$ cat config.mk
export PLATFORM = sky130hd
export DESIGN_NAME = ambient_light_brightness_slew
export DESIGN_NICKNAME = d
export VERILOG_FILES = /design/src/design/albs_pkg.sv /design/src/design/albs_div.sv /design/src/design/ambient_light_brightness_slew.sv
export SDC_FILE = /design/constraint.sdc
export NUM_CORES = 1
export LEC_CHECK = 0
export BUFFER_PORTS_ARGS = -buffer_cell sky130_fd_sc_hd__buf_2
export CAP_MARGIN = 20
export CORE_MARGIN = 2
export CORE_UTILIZATION = 56
export CTS_CLUSTER_SIZE = 12
export DETAILED_ROUTE_END_ITERATION = 8
export GPL_TIMING_DRIVEN = 0
export HOLD_SLACK_MARGIN = 0.12
export PLACE_DENSITY = 0.87
export SLEW_MARGIN = 5
export SYNTH_ARGS = -nofsm -noshare
export SYNTH_HDL_FRONTEND = slang
export SYNTH_SLANG_ARGS = --single-unit
$ cat constraint.sdc
create_clock -name clk -period 3.5 [get_ports clk]
set_input_delay 0.35 -clock clk [delete_from_list [all_inputs] [get_ports clk]]
set_output_delay 0.35 -clock clk [all_outputs]
set_load 0.1 [all_outputs]
$ cat src/design/albs_pkg.sv
`timescale 1ns / 1ps
// ----------------------------------------------------------------------------
// albs_pkg - shared types and constants for the ambient light brightness slew
// Register indexes, fixed field widths and the sequencer state type.
// ----------------------------------------------------------------------------
package albs_pkg;

  localparam int SAMPLE_W    = 10;
  localparam int LEVEL_OUT_W = 5;
  localparam int MIN_W       = 5;
  localparam int CFG_INDEX_W = 3;
  localparam int CFG_DATA_W  = 10;

  localparam logic [CFG_INDEX_W-1:0] REG_SENSOR_ENABLE  = 3'd0;
  localparam logic [CFG_INDEX_W-1:0] REG_MIN_BRIGHTNESS = 3'd1;
  localparam logic [CFG_INDEX_W-1:0] REG_THRESHOLD_0    = 3'd2;
  localparam int                     NUM_THRESHOLD_REGS = 4;

  localparam logic [SAMPLE_W-1:0] SAMPLE_MAX = 10'd1023;

  typedef enum logic [3:0] {
    ST_IDLE,
    ST_READ,
    ST_UPDATE,
    ST_MEAN,
    ST_THR_SCAN,
    ST_SCALE,
    ST_QUOT_GO,
    ST_QUOT_WAIT,
    ST_TARGET,
    ST_EMIT
  } albs_state_t;

endpackage

$ cat src/design/albs_div.sv
`timescale 1ns / 1ps
// ----------------------------------------------------------------------------
// albs_div - restoring divider, one quotient bit per cycle
// Captures operands on start, raises done on the cycle of its last step.
// ----------------------------------------------------------------------------
module albs_div #(
  parameter int DVD_W = 13,
  parameter int DVS_W = 4
) (
  input  logic             clk,
  input  logic             rst,
  input  logic             start,
  input  logic [DVD_W-1:0] dividend,
  input  logic [DVS_W-1:0] divisor,
  output logic             done,
  output logic [DVD_W-1:0] quotient
);

  localparam int CNT_W = (DVD_W > 1) ? $clog2(DVD_W) : 1;
  localparam logic [CNT_W-1:0] LAST_STEP = CNT_W'(DVD_W - 1);

  logic             busy;
  logic [CNT_W-1:0] count;
  logic [DVD_W-1:0] quo;
  logic [DVS_W-1:0] rem;
  logic [DVS_W-1:0] dvs;

  logic [DVS_W:0]   trial;
  logic [DVS_W:0]   diff;
  logic [DVD_W-1:0] quo_next;
  logic [DVS_W-1:0] rem_next;

  always_comb begin
    trial = {rem, quo[DVD_W-1]};
    diff  = trial - {1'b0, dvs};
    if (!diff[DVS_W]) begin
      rem_next = diff[DVS_W-1:0];
      quo_next = {quo[DVD_W-2:0], 1'b1};
    end else begin
      rem_next = trial[DVS_W-1:0];
      quo_next = {quo[DVD_W-2:0], 1'b0};
    end
  end

  always_ff @(posedge clk) begin
    if (rst) begin
      busy  <= 1'b0;
      count <= '0;
    end else if (start) begin
      busy  <= 1'b1;
      count <= '0;
    end else if (busy) begin
      count <= count + 1'b1;
      if (count == LAST_STEP) begin
        busy <= 1'b0;
      end
    end
  end

  always_ff @(posedge clk) begin
    if (start) begin
      quo <= dividend;
      rem <= '0;
      dvs <= divisor;
    end else if (busy) begin
      quo <= quo_next;
      rem <= rem_next;
    end
  end

  assign done     = busy && (count == LAST_STEP);
  assign quotient = quo;

endmodule

$ cat src/design/ambient_light_brightness_slew.sv
`timescale 1ns / 1ps
// ----------------------------------------------------------------------------
// ambient_light_brightness_slew - light sensor driven display dimmer
// Averages the recent sensor samples, maps the mean onto a brightness target
// through a threshold ladder and slews the output level one step per sample.
// ----------------------------------------------------------------------------
// Usage:
//   in_valid / in_stall take one light_sample word; in_stall stays high from
//   the take until the result is loaded into the output register.
//   out_valid / out_stall carry brightness_level, target_level and
//   average_light; a stalled result word holds, and the next sample may be
//   taken while it waits.
//   Each take runs through read, ring update, mean, a threshold scan that
//   visits each threshold in turn, scale, the divider for the target
//   scaling, target and emit; the divider is skipped when the sensor is off
//   or the floor is at or above LEVELS. A load waiting on a stalled earlier
//   word waits out the stall. One sample is in work at a time; the next is
//   taken once the last result is loaded. Reset clears the config and control
//   registers, marks every ring entry as full scale, starts the write position
//   at zero and the level at the top; no clearing pass.
//   Configuration: cfg_we with cfg_index / cfg_data, written only while idle.
// ----------------------------------------------------------------------------
module ambient_light_brightness_slew
  import albs_pkg::*;
#(
  parameter int SAMPLE_COUNT    = 8,
  parameter int LEVELS          = 32,
  parameter int THRESHOLD_COUNT = 4
) (
  input  logic                   clk,
  input  logic                   rst,
  input  logic                   in_valid,
  output logic                   in_stall,
  input  logic [SAMPLE_W-1:0]    light_sample,
  output logic                   out_valid,
  input  logic                   out_stall,
  output logic [LEVEL_OUT_W-1:0] brightness_level,
  output logic [LEVEL_OUT_W-1:0] target_level,
  output logic [SAMPLE_W-1:0]    average_light,
  input  logic                   cfg_we,
  input  logic [CFG_INDEX_W-1:0] cfg_index,
  input  logic [CFG_DATA_W-1:0]  cfg_data
);

  // Widths derived from the parameters
  localparam int PTR_W     = (SAMPLE_COUNT > 1) ? $clog2(SAMPLE_COUNT) : 1;
  localparam int SUM_MAX   = SAMPLE_COUNT * int'(SAMPLE_MAX);
  localparam int SUM_W     = $clog2(SUM_MAX + 1);
  localparam int LVL_W     = $clog2(LEVELS);
  localparam int CNT_W     = $clog2(THRESHOLD_COUNT + 1);
  localparam int THR_IDX_W = (THRESHOLD_COUNT > 1) ? $clog2(THRESHOLD_COUNT) : 1;
  localparam int DIFF_W    = $clog2(LEVELS + 1);
  localparam int PROD_W    = DIFF_W + CNT_W;
  localparam int DVD_W     = PROD_W;
  localparam int DVS_W     = CNT_W;
  localparam int TS_W      = ((DIFF_W > MIN_W) ? DIFF_W : MIN_W) + 1;

  // Mean by reciprocal multiply: exact for every sum below 2**SUM_W
  localparam int     REC_SHIFT = SUM_W + $clog2(SAMPLE_COUNT);
  localparam int     REC_W     = SUM_W + 2;
  localparam int     MP_W      = SUM_W + REC_W;
  localparam longint REC_MUL_L = ((longint'(1) << REC_SHIFT) + longint'(SAMPLE_COUNT) - 1)
                                 / longint'(SAMPLE_COUNT);
  localparam logic [REC_W-1:0] REC_MUL = REC_W'(REC_MUL_L);

  localparam logic [PTR_W-1:0]     LAST_POS = PTR_W'(SAMPLE_COUNT - 1);
  localparam logic [THR_IDX_W-1:0] LAST_THR = THR_IDX_W'(THRESHOLD_COUNT - 1);
  localparam logic [LVL_W-1:0]     TOP_LVL  = LVL_W'(LEVELS - 1);

  // Configuration registers
  logic                sensor_enable;
  logic [MIN_W-1:0]    min_brightness;
  logic [SAMPLE_W-1:0] thr [THRESHOLD_COUNT];

  // Sample ring and running sum
  logic [SAMPLE_W-1:0]     ring [SAMPLE_COUNT];
  logic [SAMPLE_COUNT-1:0] ring_valid;
  logic [SAMPLE_W-1:0]     rd_data;
  logic [PTR_W-1:0]        wr_pos;
  logic [PTR_W-1:0]        pos_inc;
  logic [SAMPLE_W-1:0]     sample;
  logic [SAMPLE_W-1:0]     old_sample;
  logic [SUM_W-1:0]        sum;
  logic [SUM_W-1:0]        sum_next;
  logic [MP_W-1:0]         mean_prod;

  // Threshold scan
  logic [THR_IDX_W-1:0] thr_idx;
  logic [SAMPLE_W-1:0]  prev_thr;
  logic [SAMPLE_W-1:0]  cur_thr;
  logic [CNT_W-1:0]     reached;
  logic [CNT_W-1:0]     defined;
  logic [SAMPLE_W-1:0]  mean;
  logic [SAMPLE_W-1:0]  quo_mean;

  // Target and level
  logic              force_top;
  logic [PROD_W-1:0] prod;
  logic [DIFF_W-1:0] level_gap;
  logic              min_at_top;
  logic [TS_W-1:0]   tsum;
  logic [LVL_W-1:0]  target;
  logic [LVL_W-1:0]  level;
  logic [LVL_W-1:0]  level_next;

  // Sequencer and divider
  albs_state_t       state;
  albs_state_t       state_next;
  logic              out_free;
  logic              div_start;
  logic              div_done;
  logic [DVD_W-1:0]  div_dividend;
  logic [DVS_W-1:0]  div_divisor;
  logic [DVD_W-1:0]  div_quo;

  // --------------------------------------------------------------------------
  // Configuration writes
  // --------------------------------------------------------------------------
  always_ff @(posedge clk) begin
    if (rst) begin
      sensor_enable  <= 1'b0;
      min_brightness <= '0;
      for (int j = 0; j < THRESHOLD_COUNT; j++) begin
        thr[j] <= '0;
      end
    end else if (cfg_we) begin
      if (cfg_index == REG_SENSOR_ENABLE) begin
        sensor_enable <= cfg_data[0];
      end
      if (cfg_index == REG_MIN_BRIGHTNESS) begin
        min_brightness <= cfg_data[MIN_W-1:0];
      end
      // Thresholds past the register file stay at zero
      for (int j = 0; j < THRESHOLD_COUNT; j++) begin
        if (j < NUM_THRESHOLD_REGS &&
            cfg_index == REG_THRESHOLD_0 + CFG_INDEX_W'(j)) begin
          thr[j] <= cfg_data[SAMPLE_W-1:0];
        end
      end
    end
  end

  // --------------------------------------------------------------------------
  // Divider: gap * reached / defined for the target scaling
  // --------------------------------------------------------------------------
  albs_div #(
    .DVD_W(DVD_W),
    .DVS_W(DVS_W)
  ) u_div (
    .clk      (clk),
    .rst      (rst),
    .start    (div_start),
    .dividend (div_dividend),
    .divisor  (div_divisor),
    .done     (div_done),
    .quotient (div_quo)
  );

  // --------------------------------------------------------------------------
  // Datapath helpers
  // --------------------------------------------------------------------------
  // Advance the write position, wrapping at the ring size
  assign pos_inc = (wr_pos == LAST_POS) ? '0 : wr_pos + 1'b1;

  // Entries never written still hold full scale
  assign old_sample = ring_valid[wr_pos] ? rd_data : SAMPLE_MAX;
  assign sum_next   = sum - SUM_W'(old_sample) + SUM_W'(sample);

  // Truncated mean of the running sum
  assign mean_prod = MP_W'(sum) * MP_W'(REC_MUL);
  assign quo_mean  = SAMPLE_W'(mean_prod >> REC_SHIFT);

  assign cur_thr  = thr[thr_idx];

  // A minimum at or above LEVELS always lands on the top level
  assign min_at_top = int'(min_brightness) >= LEVELS;
  assign level_gap  = DIFF_W'(LEVELS - int'(min_brightness));
  assign tsum       = TS_W'(min_brightness) + TS_W'(div_quo);

  always_comb begin
    if (level > target) begin
      level_next = level - 1'b1;
    end else if (level < target) begin
      level_next = level + 1'b1;
    end else begin
      level_next = level;
    end
  end

  assign out_free = !out_valid || !out_stall;

  // --------------------------------------------------------------------------
  // Sequencer state register
  // --------------------------------------------------------------------------
  always_ff @(posedge clk) begin
    if (rst) begin
      state <= ST_IDLE;
    end else begin
      state <= state_next;
    end
  end

  // Next state, handshake and divider operand selection
  always_comb begin
    state_next   = state;
    in_stall     = 1'b1;
    div_start    = 1'b0;
    div_dividend = prod;
    div_divisor  = defined;
    unique case (state)
      ST_IDLE: begin
        in_stall = 1'b0;
        if (in_valid) begin
          state_next = ST_READ;
        end
      end
      ST_READ: begin
        state_next = ST_UPDATE;
      end
      ST_UPDATE: begin
        state_next = ST_MEAN;
      end
      ST_MEAN: begin
        state_next = ST_THR_SCAN;
      end
      ST_THR_SCAN: begin
        if (thr_idx == LAST_THR) begin
          state_next = ST_SCALE;
        end
      end
      ST_SCALE: begin
        if (!sensor_enable || min_at_top) begin
          state_next = ST_TARGET;
        end else begin
          state_next = ST_QUOT_GO;
        end
      end
      ST_QUOT_GO: begin
        div_start  = 1'b1;
        state_next = ST_QUOT_WAIT;
      end
      ST_QUOT_WAIT: begin
        if (div_done) begin
          state_next = ST_TARGET;
        end
      end
      ST_TARGET: begin
        state_next = ST_EMIT;
      end
      ST_EMIT: begin
        if (out_free) begin
          state_next = ST_IDLE;
        end
      end
      default: begin
        state_next = ST_IDLE;
      end
    endcase
  end

  // --------------------------------------------------------------------------
  // Ring memory: registered read at the write position, write on update
  // --------------------------------------------------------------------------
  always_ff @(posedge clk) begin
    if (state == ST_UPDATE) begin
      ring[wr_pos] <= sample;
    end
    rd_data <= ring[wr_pos];
  end

  // --------------------------------------------------------------------------
  // Control state: ring bookkeeping, level and output handshake
  // --------------------------------------------------------------------------
  always_ff @(posedge clk) begin
    if (rst) begin
      ring_valid <= '0;
      wr_pos     <= '0;
      sum        <= SUM_W'(SUM_MAX);
      level      <= TOP_LVL;
      out_valid  <= 1'b0;
    end else begin
      if (state == ST_IDLE && in_valid) begin
        wr_pos <= pos_inc;
      end
      if (state == ST_UPDATE) begin
        ring_valid[wr_pos] <= 1'b1;
        sum                <= sum_next;
      end
      // Load the next result when the slot is free, drop it once taken
      if (state == ST_EMIT && out_free) begin
        level     <= level_next;
        out_valid <= 1'b1;
      end else if (out_valid && !out_stall) begin
        out_valid <= 1'b0;
      end
    end
  end

  // --------------------------------------------------------------------------
  // Payload registers
  // --------------------------------------------------------------------------
  always_ff @(posedge clk) begin
    if (state == ST_IDLE && in_valid) begin
      sample <= light_sample;
    end
    if (state == ST_MEAN) begin
      mean     <= quo_mean;
      thr_idx  <= '0;
      prev_thr <= '0;
      reached  <= '0;
      defined  <= '0;
    end
    if (state == ST_THR_SCAN) begin
      thr_idx <= thr_idx + 1'b1;
      // A threshold below the last defined one is skipped
      if (cur_thr >= prev_thr) begin
        prev_thr <= cur_thr;
        defined  <= defined + 1'b1;
        if (mean >= cur_thr) begin
          reached <= reached + 1'b1;
        end
      end
    end
    if (state == ST_SCALE) begin
      force_top <= !sensor_enable || min_at_top;
      prod      <= PROD_W'(level_gap) * PROD_W'(reached);
    end
    if (state == ST_TARGET) begin
      // Clamp a negative target to zero; the top cannot be exceeded here
      if (force_top) begin
        target <= TOP_LVL;
      end else if (tsum == '0) begin
        target <= '0;
      end else begin
        target <= LVL_W'(tsum - 1'b1);
      end
    end
    if (state == ST_EMIT && out_free) begin
      brightness_level <= LEVEL_OUT_W'(level_next);
      target_level     <= LEVEL_OUT_W'(target);
      average_light    <= mean;
    end
  end

endmodule

==> reports/summary.txt <==
Status: complete, but fails checks
Failing checks: setup timing
Internal Pwr Total: 7340 uW
Area growth, synth to finish: 16.1%
Total grt overflow: 0
Final worst slack: -0.0593 ns
Post-Syn Nets: 1125
DRT Wirelength: 27400 um
First-pass GRT wire length: 43000 um
Largest incremental delay on the critical path: 0.37 ns
Period utilization: 102%
Critical Path End: sum[8]$_SDFFE_PP1P_
Initial DRC count: 655
Fmax: 281 MHz
CTS tree: done
Psw: 3890 uW
Worst hold-check path type: in2reg
Register area share after synthesis: 57.5%
R2r startpoint: wr_pos[1]$_SDFFE_PP0P_
Initial antenna violation count: 0
Synth Area in Simple Gates: 11.3%
Main combinational cell family by area after synthesis: simple AND/OR/NAND/NOR gates
Longest Clk Path Bufs: 3
Ys Warns: 0
Comb power frac: 39.1%
R2R cell count: 18
Final hold slack: 0.154 ns
Yosys top cell area share: 45.4%
Layout cell share with drive strength beyond 1: 17.9%
Sequential power share: 37.4%
N_diodes: 0
Worst-path clk slew: 0.06 ns
Final setup fails: 3
Post-route cell area: 14500 sq um
Wire per inst: 19.1 um
# rows: 54
Top post-synthesis cells by area: edfxtp_1, dfxtp_1, ha_1
Startpoint Class: register
Crit-path cells: buf_4, buf_4, nor2_2, a221oi_4, a21oi_4, a21oi_4, or2_4, ha_1, inv_1, ha_4, fa_2, a211oi_4, o211ai_1, nand2_2, buf_4, buf_4, xor2_1, o211ai_1
Clock Sink Count: 265
P per Cell Area: 773 nW/um^2
CTS H-tree depth: 1
Arrival @ worst endpoint: 3.93 ns
Final number of max-transition violations: 0
Worst Path Required: 3.87 ns
# DRC: 0
Power consumption: 11200 uW
Avg Synthesized Cell Area: 12.3 sq um
Flops & latches, synth: 265
CORE AREA: 21900 sq um
Total negative slack: -0.125 ns
Placer Congestion: 0.920
Boundary Pins: 50
Crit-path max FO: 6
Worst slew pin tran: 1.02 ns
CP startpoint: wr_pos[1]$_SDFFE_PP0P_
Synthesized instance count: 1015
R2r setup slk: -0.06 ns
Reg2Reg Capture Point: sum[8]$_SDFFE_PP1P_
Leakage: 0.00563 uW
Share of flip-flops with an asynchronous set or reset: 0%
PortBufs: 49
Dpl hpwl: 18400 um
Initial Utilization: 57.2%
Top FF cell, synth: edfxtp_1
Die Height: 153 um
CP Capture Type: register
CP dominant cell by count: buf_4
TritonCTS Buffers: 27
Post-layout util: 66.4%
Gr usage total: 22.9%
Clock share of power: 23.5%
Routed vias/inst: 5.91
Die width: 153 um
Number of synthesized flops with an enable pin: 189
Leading area contributor after synthesis: edfxtp_1
Mapped cell area: 12500 sq um
Post-layout min period: 3.56 ns
Final Hold Vio Count: 0
Cell variety after synth: 65
Switching share of power: 34.7%
Vias: 8468
Setup Skew: 0.00967 ns
Remaining antenna violation count: 0
Post-synthesis compound-gate area fraction: 8.98%
Xor/xnor share of the synthesized area: 2.31%
Die Footprint: 23600 sq um
RSZ-0062 raised after global routing: true
Peak VDD IR: 0.525 mV
Clock Latency Late Sink: 0.53 ns
Setup CP Type: reg2reg
Multiplexer share of the synthesized area: 7.05%
CP max-delay cell: fa_2
DRT Pass-1 Iters: 5
Clk root buf: clkbuf_16
Max-slew headroom: 31.6%
Max_cap viols: 0
Vias in the first global route: 8461
Post-Synth Adder-Cell Area: 9.22%
DP Area: 13300 sq um
Pin count of the biggest net entering global routing: 26
Nets: 1243
==> logic make-up (layout without fill, tap and decap cells) <==
logic type	after synthesis	in the layout
AND/OR/NAND/NOR	286	286
multiplexers	65	65
flip-flops	265	265
adder cells (fa/ha/maj)	82	82
AO/OA/AOI/OAI	173	174
buffers and inverters	111	248
XOR/XNOR	33	33
==> what timing repair did <==
item	CTS	global route
setup buffers	6	7
hold buffers	15	0
endpoints found under the setup margin	9	8
resized for setup	36	17
gates cloned	1	0
endpoints found under the hold margin	22	0
pin swaps	15	17
==> sequential cells by signal, indices dropped and copies added (netlist names), 8 cells and up, named ones only <==
register,count
prev_thr,10
div_dividend,9
thr,40
u_div.quotient,9
rd_data,10
mean,10
ring_valid,8
sum,13
sample,10
ring,80
average_light,10
==> routing by layer <==
layer,vias to the layer above,global-route usage (%),share of wire [%]
met2,362,39.2,49
met3,83,3.83,7.0
met4,0,9.48,4.0
met5,-,0,0
li1,3915,-,-
met1,4108,29.1,40
==> power by group through the flow <==
stage	combinational, uW	clock, uW	sequential (uW)
after floorplan	2740	0	4170
after global placement	3390	0	4220
after detailed placement	3550	0	4240
after CTS	3940	2680	4190
after global routing	4790	2790	4250
final	4390	2640	4200
==> metrics by stage <==
step                setup slack (ns)  cells
detailed placement            -0.544   1355
global route                  -0.225   1433
CTS                          0.00924   1425
finish                       -0.0593   1433
global placement              -0.368   1344
floorplan                     0.0258   1015
==> cells in the final DEF (no fill, tap or decap), types with 14 or more instances in the layout <==
cell,netlist,routed
buf_2,16,64
a21o_1,16,16
nor3_1,19,15
a21oi_1,43,42
edfxtp_1,189,189
mux2_2,15,14
mux2i_1,33,33
nand2_1,81,80
buf_4,1,18
nor2_1,75,69
clkbuf_16,0,27
and2_1,49,48
clkbuf_1,12,25
dfxtp_1,76,74
fa_1,17,16
ha_1,65,59
o21ai_0,39,29
mux4_2,17,17
dlygate4sd3_1,0,15
xnor2_1,22,22
inv_1,77,77
==> how the worst min path moves through the flow <==
stage	start	endpoint	slack, ns	depth (start not counted)
2_1_floorplan	sum[12]$_SDFFE_PP1P_	mean[9]$_DFFE_PP_	0.42	0
3_3_place_gp	target[2]$_SDFFCE_PP1P_	target_level[2]$_DFFE_PP_	0.43	0
3_5_place_dp	target[1]$_SDFFCE_PP1P_	target_level[1]$_DFFE_PP_	0.43	0
4_1_cts	cfg_data[7]	thr[2][7]$_SDFFCE_PN0P_	0.13	2
5_1_grt	cfg_data[7]	thr[3][7]$_SDFFCE_PN0P_	0.16	2
6_report	cfg_data[1]	min_brightness[1]$_SDFFE_PP0P_	0.15	3
==> Yosys cell counts, types with 3 or more instances <==
cell and n:
o21bai_1 4, nand3b_1 6, buf_2 16, xnor2_1 22
o31ai_1 10, nand4_1 4, or2_2 3, a22oi_1 6
a211oi_1 9, o21a_1 4, and3_1 5, nor3b_1 3
o211ai_1 7, a31oi_1 6, nand2b_1 3, ha_1 65
fa_1 17, clkbuf_1 12, nor2_1 75, mux2i_1 33
a221oi_1 5, a21o_1 16, a41oi_1 3, and2_1 49
mux4_2 17, buf_1 4, nand2_1 81, xor2_1 11
o21ai_0 39, mux2_2 15, nor2b_1 6, nand3_1 13
inv_1 77, a21oi_1 43, o221ai_1 4, nor3_1 19
dfxtp_1 76, edfxtp_1 189, or3_1 6
==> final cells by class <==
cell class | instances | area, sq um
fill | 1488 | 7360
sequential | 265 | 7200
multi-input combinational | 640 | 5110
clock buffer | 46 | 787
timing repair buffer | 90 | 619
tap | 280 | 350
inverter | 77 | 289
buffer | 32 | 160
clock inverter | 3 | 13.8
==> critical path, delay by kind of cell, from the launching register on <==
family / cells / cell delay, ns
adder cells (fa/ha/maj): 3 / 0.82
flip-flops: 1 / 0.36
XOR/XNOR: 1 / 0.14
AO/OA/AOI/OAI: 6 / 0.96
buffers and inverters: 5 / 0.58
AND/OR/NAND/NOR: 3 / 0.53
Power figures use the tool's default switching activity.
